===== config.mk =====
export PLATFORM = sky130hd
export DESIGN_NAME = lfr_walker
export DESIGN_NICKNAME = d
export VERILOG_FILES = /design/src/hdl/lfr_pkg.sv /design/src/hdl/lfr_walker.sv
export SDC_FILE = /design/constraint.sdc
export NUM_CORES = 1
export LEC_CHECK = 0
export BUFFER_PORTS_ARGS = -buffer_cell sky130_fd_sc_hd__clkbuf_2
export CELL_PAD_IN_SITES_DETAIL_PLACEMENT = 1
export CELL_PAD_IN_SITES_GLOBAL_PLACEMENT = 1
export CORE_UTILIZATION = 46
export DETAILED_ROUTE_END_ITERATION = 16
export PLACE_DENSITY_LB_ADDON = 0.1
export SKIP_CTS_REPAIR_TIMING = 1
export SLEW_MARGIN = 40
export SYNTH_ARGS = -nofsm -noshare
export SYNTH_HDL_FRONTEND = slang
export SYNTH_SLANG_ARGS = --single-unit

===== constraint.sdc =====
create_clock -name clk_i -period 4.65 [get_ports clk_i]
set_input_delay 0.6975 -clock clk_i [delete_from_list [all_inputs] [get_ports clk_i]]
set_output_delay 0.6975 -clock clk_i [all_outputs]
set_load 0.02 [all_outputs]

===== src/hdl/lfr_pkg.sv =====
// package for the l2 flood replication filter
// beat structs, opcode codes and fixed field widths; no dependencies
package lfr_pkg;

  // fixed widths of the interface fields
  localparam int unsigned PORT_FIELD_W  = 16;
  localparam int unsigned GROUP_W       = 8;
  localparam int unsigned PACKET_W      = 16;
  localparam int unsigned DOMAIN_W      = 4;
  localparam int unsigned SLOT_W        = 5;
  localparam int unsigned COUNT_W       = 6;
  localparam int unsigned DOMAIN_SPACE  = 1 << DOMAIN_W;

  // input operations; code 3 is unused and does nothing
  typedef enum logic [1:0] {
    OP_WRITE_SLOT = 2'd0,
    OP_SET_COUNT  = 2'd1,
    OP_FLOOD      = 2'd2
  } op_e;

  // input beat
  typedef struct packed {
    op_e                       op;
    logic [DOMAIN_W-1:0]       domain;
    logic [SLOT_W-1:0]         slot;
    logic [PORT_FIELD_W-1:0]   member_port;
    logic [GROUP_W-1:0]        member_group;
    logic                      member_bvi;
    logic [COUNT_W-1:0]        count;
    logic [PORT_FIELD_W-1:0]   rx_port;
    logic [GROUP_W-1:0]        rx_group;
    logic [PACKET_W-1:0]       packet_id;
  } in_beat_t;

  // result beat
  typedef struct packed {
    logic [PACKET_W-1:0]       out_packet;
    logic [PORT_FIELD_W-1:0]   tx_port;
    logic                      to_bvi;
    logic                      dropped;
    logic                      last;
  } out_beat_t;

  // packet context handed to the walker when a flood starts
  typedef struct packed {
    logic [PACKET_W-1:0]       packet_id;
    logic [PORT_FIELD_W-1:0]   rx_port;
    logic [GROUP_W-1:0]        rx_group;
  } flood_req_t;

endpackage


===== src/hdl/lfr_walker.sv =====
// flood walker: steps the member slots down from the flood count,
// one compare unit filters each slot, holds one pending copy for the last flag; uses lfr_pkg
module lfr_walker #(
  parameter int unsigned NUM_DOMAINS = 16,
  parameter int unsigned MAX_MEMBERS = 32,
  parameter int unsigned PORT_WIDTH  = 16
) (
  input  logic               clk_i,
  input  logic               rst_ni,
  input  logic               start_i,
  input  lfr_pkg::flood_req_t req_i,
  input  logic [((NUM_DOMAINS < lfr_pkg::DOMAIN_SPACE ? NUM_DOMAINS : lfr_pkg::DOMAIN_SPACE)
                 > 1 ? $clog2(NUM_DOMAINS < lfr_pkg::DOMAIN_SPACE ? NUM_DOMAINS
                 : lfr_pkg::DOMAIN_SPACE) : 1)-1:0] dom_i,
  input  logic [$clog2(MAX_MEMBERS+1)-1:0] cnt_i,
  output logic               busy_o,
  output logic               rd_en_o,
  output logic [((NUM_DOMAINS < lfr_pkg::DOMAIN_SPACE ? NUM_DOMAINS : lfr_pkg::DOMAIN_SPACE)
                 > 1 ? $clog2(NUM_DOMAINS < lfr_pkg::DOMAIN_SPACE ? NUM_DOMAINS
                 : lfr_pkg::DOMAIN_SPACE) : 1)
                + (MAX_MEMBERS > 1 ? $clog2(MAX_MEMBERS) : 1) - 1:0] rd_addr_o,
  input  logic [PORT_WIDTH+lfr_pkg::GROUP_W:0] rd_data_i,
  output logic               out_valid_o,
  input  logic               out_stall_i,
  output lfr_pkg::out_beat_t out_o
);
  import lfr_pkg::*;

  localparam int unsigned DOM_N = (NUM_DOMAINS < DOMAIN_SPACE) ? NUM_DOMAINS : DOMAIN_SPACE;
  localparam int unsigned DW    = (DOM_N > 1) ? $clog2(DOM_N) : 1;
  localparam int unsigned SW    = (MAX_MEMBERS > 1) ? $clog2(MAX_MEMBERS) : 1;
  localparam int unsigned CW    = $clog2(MAX_MEMBERS + 1);
  localparam int unsigned MW    = PORT_WIDTH + GROUP_W + 1;

  typedef enum logic [1:0] {
    ST_IDLE,
    ST_WALK,
    ST_FIN
  } state_e;

  state_e                  state_q, state_d;
  logic [PACKET_W-1:0]     pkt_q, pkt_d;
  logic [PORT_WIDTH-1:0]   rxp_q, rxp_d;
  logic [GROUP_W-1:0]      rxg_q, rxg_d;
  logic [DW-1:0]           dom_q, dom_d;
  logic [CW-1:0]           left_q, left_d;
  logic [SW-1:0]           idx_q, idx_d;
  logic                    chk_q, chk_d;
  logic                    pend_q, pend_d;
  logic [PORT_WIDTH-1:0]   pend_port_q, pend_port_d;
  logic                    pend_bvi_q, pend_bvi_d;
  logic                    out_valid_q, out_valid_d;
  out_beat_t               out_q, out_d;

  logic [PORT_WIDTH-1:0]   m_port;
  logic [GROUP_W-1:0]      m_group;
  logic                    m_bvi;
  logic                    out_free;
  logic                    elig;
  logic                    blocked;
  logic [CW-1:0]           cnt_m1;

  // member word fields from the read port
  assign m_port  = rd_data_i[MW-1 -: PORT_WIDTH];
  assign m_group = rd_data_i[GROUP_W:1];
  assign m_bvi   = rd_data_i[0];

  // filter: skip the receive interface and the packet's own split-horizon group
  assign out_free = !out_valid_q || !out_stall_i;
  assign elig     = chk_q && (m_port != rxp_q) && ((rxg_q == '0) || (m_group != rxg_q));
  assign blocked  = elig && pend_q && !out_free;
  assign cnt_m1   = cnt_i - CW'(1);

  // sequencer
  always_comb begin
    state_d     = state_q;
    pkt_d       = pkt_q;
    rxp_d       = rxp_q;
    rxg_d       = rxg_q;
    dom_d       = dom_q;
    left_d      = left_q;
    idx_d       = idx_q;
    chk_d       = chk_q;
    pend_d      = pend_q;
    pend_port_d = pend_port_q;
    pend_bvi_d  = pend_bvi_q;
    out_d       = out_q;
    out_valid_d = out_valid_q && out_stall_i;
    rd_en_o     = 1'b0;

    unique case (state_q)
      ST_IDLE: begin
        if (start_i) begin
          pkt_d   = req_i.packet_id;
          rxp_d   = PORT_WIDTH'(req_i.rx_port);
          rxg_d   = req_i.rx_group;
          dom_d   = dom_i;
          left_d  = cnt_i;
          idx_d   = cnt_m1[SW-1:0];
          chk_d   = 1'b0;
          pend_d  = 1'b0;
          state_d = ST_WALK;
        end
      end
      ST_WALK: begin
        if (!blocked) begin
          // issue the next slot read or finish the walk
          if (left_q != '0) begin
            rd_en_o = 1'b1;
            left_d  = left_q - CW'(1);
            idx_d   = idx_q - SW'(1);
            chk_d   = 1'b1;
          end else begin
            chk_d   = 1'b0;
            state_d = ST_FIN;
          end
          // an eligible member releases the pending copy as a non-final beat
          if (elig) begin
            if (pend_q) begin
              out_d.out_packet = pkt_q;
              out_d.tx_port    = PORT_FIELD_W'(pend_port_q);
              out_d.to_bvi     = 1'b0;
              out_d.dropped    = 1'b0;
              out_d.last       = 1'b0;
              out_valid_d      = 1'b1;
            end
            pend_d      = 1'b1;
            pend_port_d = m_port;
            pend_bvi_d  = m_bvi;
          end
        end
      end
      ST_FIN: begin
        // final beat: last copy with its bvi flag, or a drop
        if (out_free) begin
          out_d.out_packet = pkt_q;
          out_d.tx_port    = pend_q ? PORT_FIELD_W'(pend_port_q) : '0;
          out_d.to_bvi     = pend_q && pend_bvi_q;
          out_d.dropped    = !pend_q;
          out_d.last       = 1'b1;
          out_valid_d      = 1'b1;
          pend_d           = 1'b0;
          state_d          = ST_IDLE;
        end
      end
      default: begin
        state_d = ST_IDLE;
      end
    endcase
  end

  // state and registered outputs
  always_ff @(posedge clk_i or negedge rst_ni) begin
    if (!rst_ni) begin
      state_q     <= ST_IDLE;
      pkt_q       <= '0;
      rxp_q       <= '0;
      rxg_q       <= '0;
      dom_q       <= '0;
      left_q      <= '0;
      idx_q       <= '0;
      chk_q       <= 1'b0;
      pend_q      <= 1'b0;
      pend_port_q <= '0;
      pend_bvi_q  <= 1'b0;
      out_valid_q <= 1'b0;
      out_q       <= '0;
    end else begin
      state_q     <= state_d;
      pkt_q       <= pkt_d;
      rxp_q       <= rxp_d;
      rxg_q       <= rxg_d;
      dom_q       <= dom_d;
      left_q      <= left_d;
      idx_q       <= idx_d;
      chk_q       <= chk_d;
      pend_q      <= pend_d;
      pend_port_q <= pend_port_d;
      pend_bvi_q  <= pend_bvi_d;
      out_valid_q <= out_valid_d;
      out_q       <= out_d;
    end
  end

  assign busy_o      = (state_q != ST_IDLE);
  assign rd_addr_o   = {dom_q, idx_q};
  assign out_valid_o = out_valid_q;
  assign out_o       = out_q;

endmodule


==> impl_metrics.csv <==
group,metric,value,unit
yosys,synth_top_area_cell,"dfrtp_1",
sta,timing.final.crit_share,64.8,%
place,place_area,6020,µm²
critical_path,worstSetupStartpointType,"primary input",
yosys,synth_area_leaders,"dfrtp_1 (53%), mux2_2 (14%), mux2i_1 (4.0%)",
detailed_routing,vias,3736,
sta,maxClockFrequency,332,MHz
global_route,antenna_found_initial,0,
critical_path,end_kind,"output port",
global_route,grt_pass1_vias,4028,
sta,relSlewSlack,51.7,%
global_route,grt_max_degree,74,
sta,rsz0062_at_grt,"no",
sta,drv_slew,0,
yosys,syn_avg_cell_area,12.1,µm²
clock_tree,cts_buffers,9,
clock_tree,cts.root.buffer_cell,"clkbuf_16",
finish,final.fill_count,1215,
detailed_routing,routedWlPerCell,17.7,µm
global_route,grt_pass1_wl,20.2,mm
clock_tree,tritoncts,"yes",
global_route,grt-ovfl-total,0,
place,dp_hpwl,8.67,mm
detailed_routing,via_per_inst,5.32,
place,portBuffers,125,
floorplanning,fp.dieW,109,µm
clock_tree,clk_path_buf_depth,2,
hold_path,min_path_type,"in -> async",
finish,drive_above_1_share,39.0,%
sta,fin_crit,3.01,ns
detailed_routing,drtIter0Drc,138,
detailed_routing,dr.pass1.iters,4,
yosys,synth-edff-count,0,
critical_path,cp.required,3.95,ns
finish,final_util,57.6,%
critical_path,arrival,2.32,ns
yosys,seq_area_frac_synth,53.1,%
sta,worst_clock_skew,0.0102,ns
sta,finalSetupViolCount,0,
yosys,ys_ff_latch,112,
critical_path,path_buf_inv,2,
status,outcome,"completed",
finish,nNetsFinal,643,
yosys,syn_area,5280,µm²
power_and_ir_drop,power_density,714,nW/µm²
floorplanning,die_area,11900,µm²
critical_path,max_stage_delay,0.53,ns
yosys,synth.distinct_cells,47,
detailed_routing,ant_nets,0,
finish,diodes,0,
clock_tree,cts.sinks,112,
sta,setup_tns,0,ns
yosys,synth.net_count,522,
yosys,yosys_warnings,0,
finish,area_delta_synth_final,20.4,%
yosys,synth_ff_type,"dfrtp_1",
clock_tree,clock_latency,0.36,ns
critical_path,worst_path_dominant_cell_family,"simple AND/OR/NAND/NOR gates",
finish,design_area,6360,µm²
critical_path,crit_type,"in -> out",
sta,timing.final.hold_violations,0,
flow_run,drv.max_cap_violation_count,0,
global_route,track_usage,23.1,%
critical_path,crit_path_frequent_cell,"clkbuf_2",
power_and_ir_drop,irDropWorstVdd,0.407,mV
floorplanning,die_h,109,µm
clock_tree,path_clk_slew,0.07,ns
sta,fin_hold_ws,0.360,ns
power_and_ir_drop,p_leak,3.14,nW
floorplanning,io_pins,126,
place,place_congestion,0.740,
detailed_routing,wl,12.4,mm
floorplanning,fp.coreArea,11000,µm²
yosys,async_reset_ff_share,100,%
floorplanning,initial_core_util,47.9,%
floorplanning,rows,38,
critical_path,rrSetupSlack,1.75,ns
yosys,yosys.area.top_type_share,53.1,%
sta,tightest_slew,0.725,ns
critical_path,cpMaxStageDelayCell,"nor4_1",
critical_path,crit_chain,"clkbuf_2 -> xor2_1 -> nor4_1 -> and4_1 -> nor3_2 -> nor2_1 -> clkbuf_2",
critical_path,critPathMaxFanout,6,
clock_tree,cts.htree.levels,3,
yosys,netlist_instances,436,
detailed_routing,drcViolationCount,0,
cell usage in the layout, fill, tap and decap left out, types with 7 or more instances in the layout:
master,n
xnor2_1,8
mux2_2,65
and3_1,9
inv_1,25
clkbuf_16,9
mux2_1,14
nor2_1,18
ha_1,7
nand2b_1,9
xor2_1,18
a21oi_1,15
clkbuf_2,124
o21ai_0,8
nand2_1,31
dfrtp_1,112
mux2i_1,21
where the power goes:
part           internal (mW)  total, mW  switching (mW)
Clock                  0.482      0.856           0.374
Sequential              1.47       1.80           0.329
Combinational          0.850       1.89            1.04
Total                   2.80       4.54            1.74
metrics by stage:
| stage | power (mW) | std cells | setup WS (ns) |
|---|---|---|---|
| after floorplan | 3.13 | 436 | 2.06 |
| after global placement | 3.60 | 686 | 1.52 |
| after detailed placement | 3.71 | 686 | 1.32 |
| after CTS | 4.60 | 702 | 1.66 |
| after global routing | 4.87 | 702 | 1.51 |
| final | 4.54 | 702 | 1.64 |
synth_stat cells, types with 7 or more instances:
master and number:
nand2b_1 9, nand2_1 32, mux2_1 14, mux2i_1 21, a21oi_1 16, xnor2_1 8, o21ai_0 8, nor2_1 18
clkbuf_1 11, ha_1 7, inv_1 25, xor2_1 18, mux2_2 65, and3_1 9, dfrtp_1 112
state kept, by name, indices dropped and copies added, names as in the netlist:
name / cells
left_q: 6
pend_port_q: 16
chk_q: 1
rxg_q: 8
pend_q: 1
idx_q: 5
rxp_q: 16
state_q: 2
out_valid_o: 1
pend_bvi_q: 1
out_o: 35
pkt_q: 16
dom_q: 4
metal layers:
layer / wire (µm) / share of wire (%) / vias to the layer above / GRT usage [%]
met1: 5190 / 42 / 1888 / 27.3
met3: 620 / 5.0 / 10 / 7.29
met4: 155 / 1.2 / 0 / 6.18
met5: 0 / 0 / - / 0
met2: 6460 / 52 / 79 / 40.2
li1: - / - / 1759 / -
logic make-up after synthesis:
logic type | share of synthesized area, %
multiplexers | 20.8
XOR/XNOR | 4.31
AO/OA/AOI/OAI | 6.61
flip-flops | 53.1
adder cells (fa/ha/maj) | 1.66
AND/OR/NAND/NOR | 9.88
buffers and inverters | 3.63
layout make-up:
class	count	area [µm²]	share of cell area (%)
Sequential cell	112	2800	44.1
Multi-Input combinational cell	281	2300	36.1
Timing Repair Buffer	128	654	10.3
Clock buffer	10	229	3.60
Tap cell	140	175	2.76
Clock inverter	6	104	1.63
Inverter	25	93.8	1.48
worst paths after layout:
path	from	to	depth (start not counted)
setup / recovery	rd_data_i[20]	rd_en_o	7
hold / removal	rst_ni	rxg_q[4]	1
setup reg to reg	rxp_q[11]	out_o[12]	7
hold reg to reg	pkt_q[9]	out_o[28]	1
max in group asynchronous	rst_ni	rxp_q[15]	2
min in group clk_i	pkt_q[9]	out_o[28]	1
Note: power is estimated with default switching activity, not from simulation.
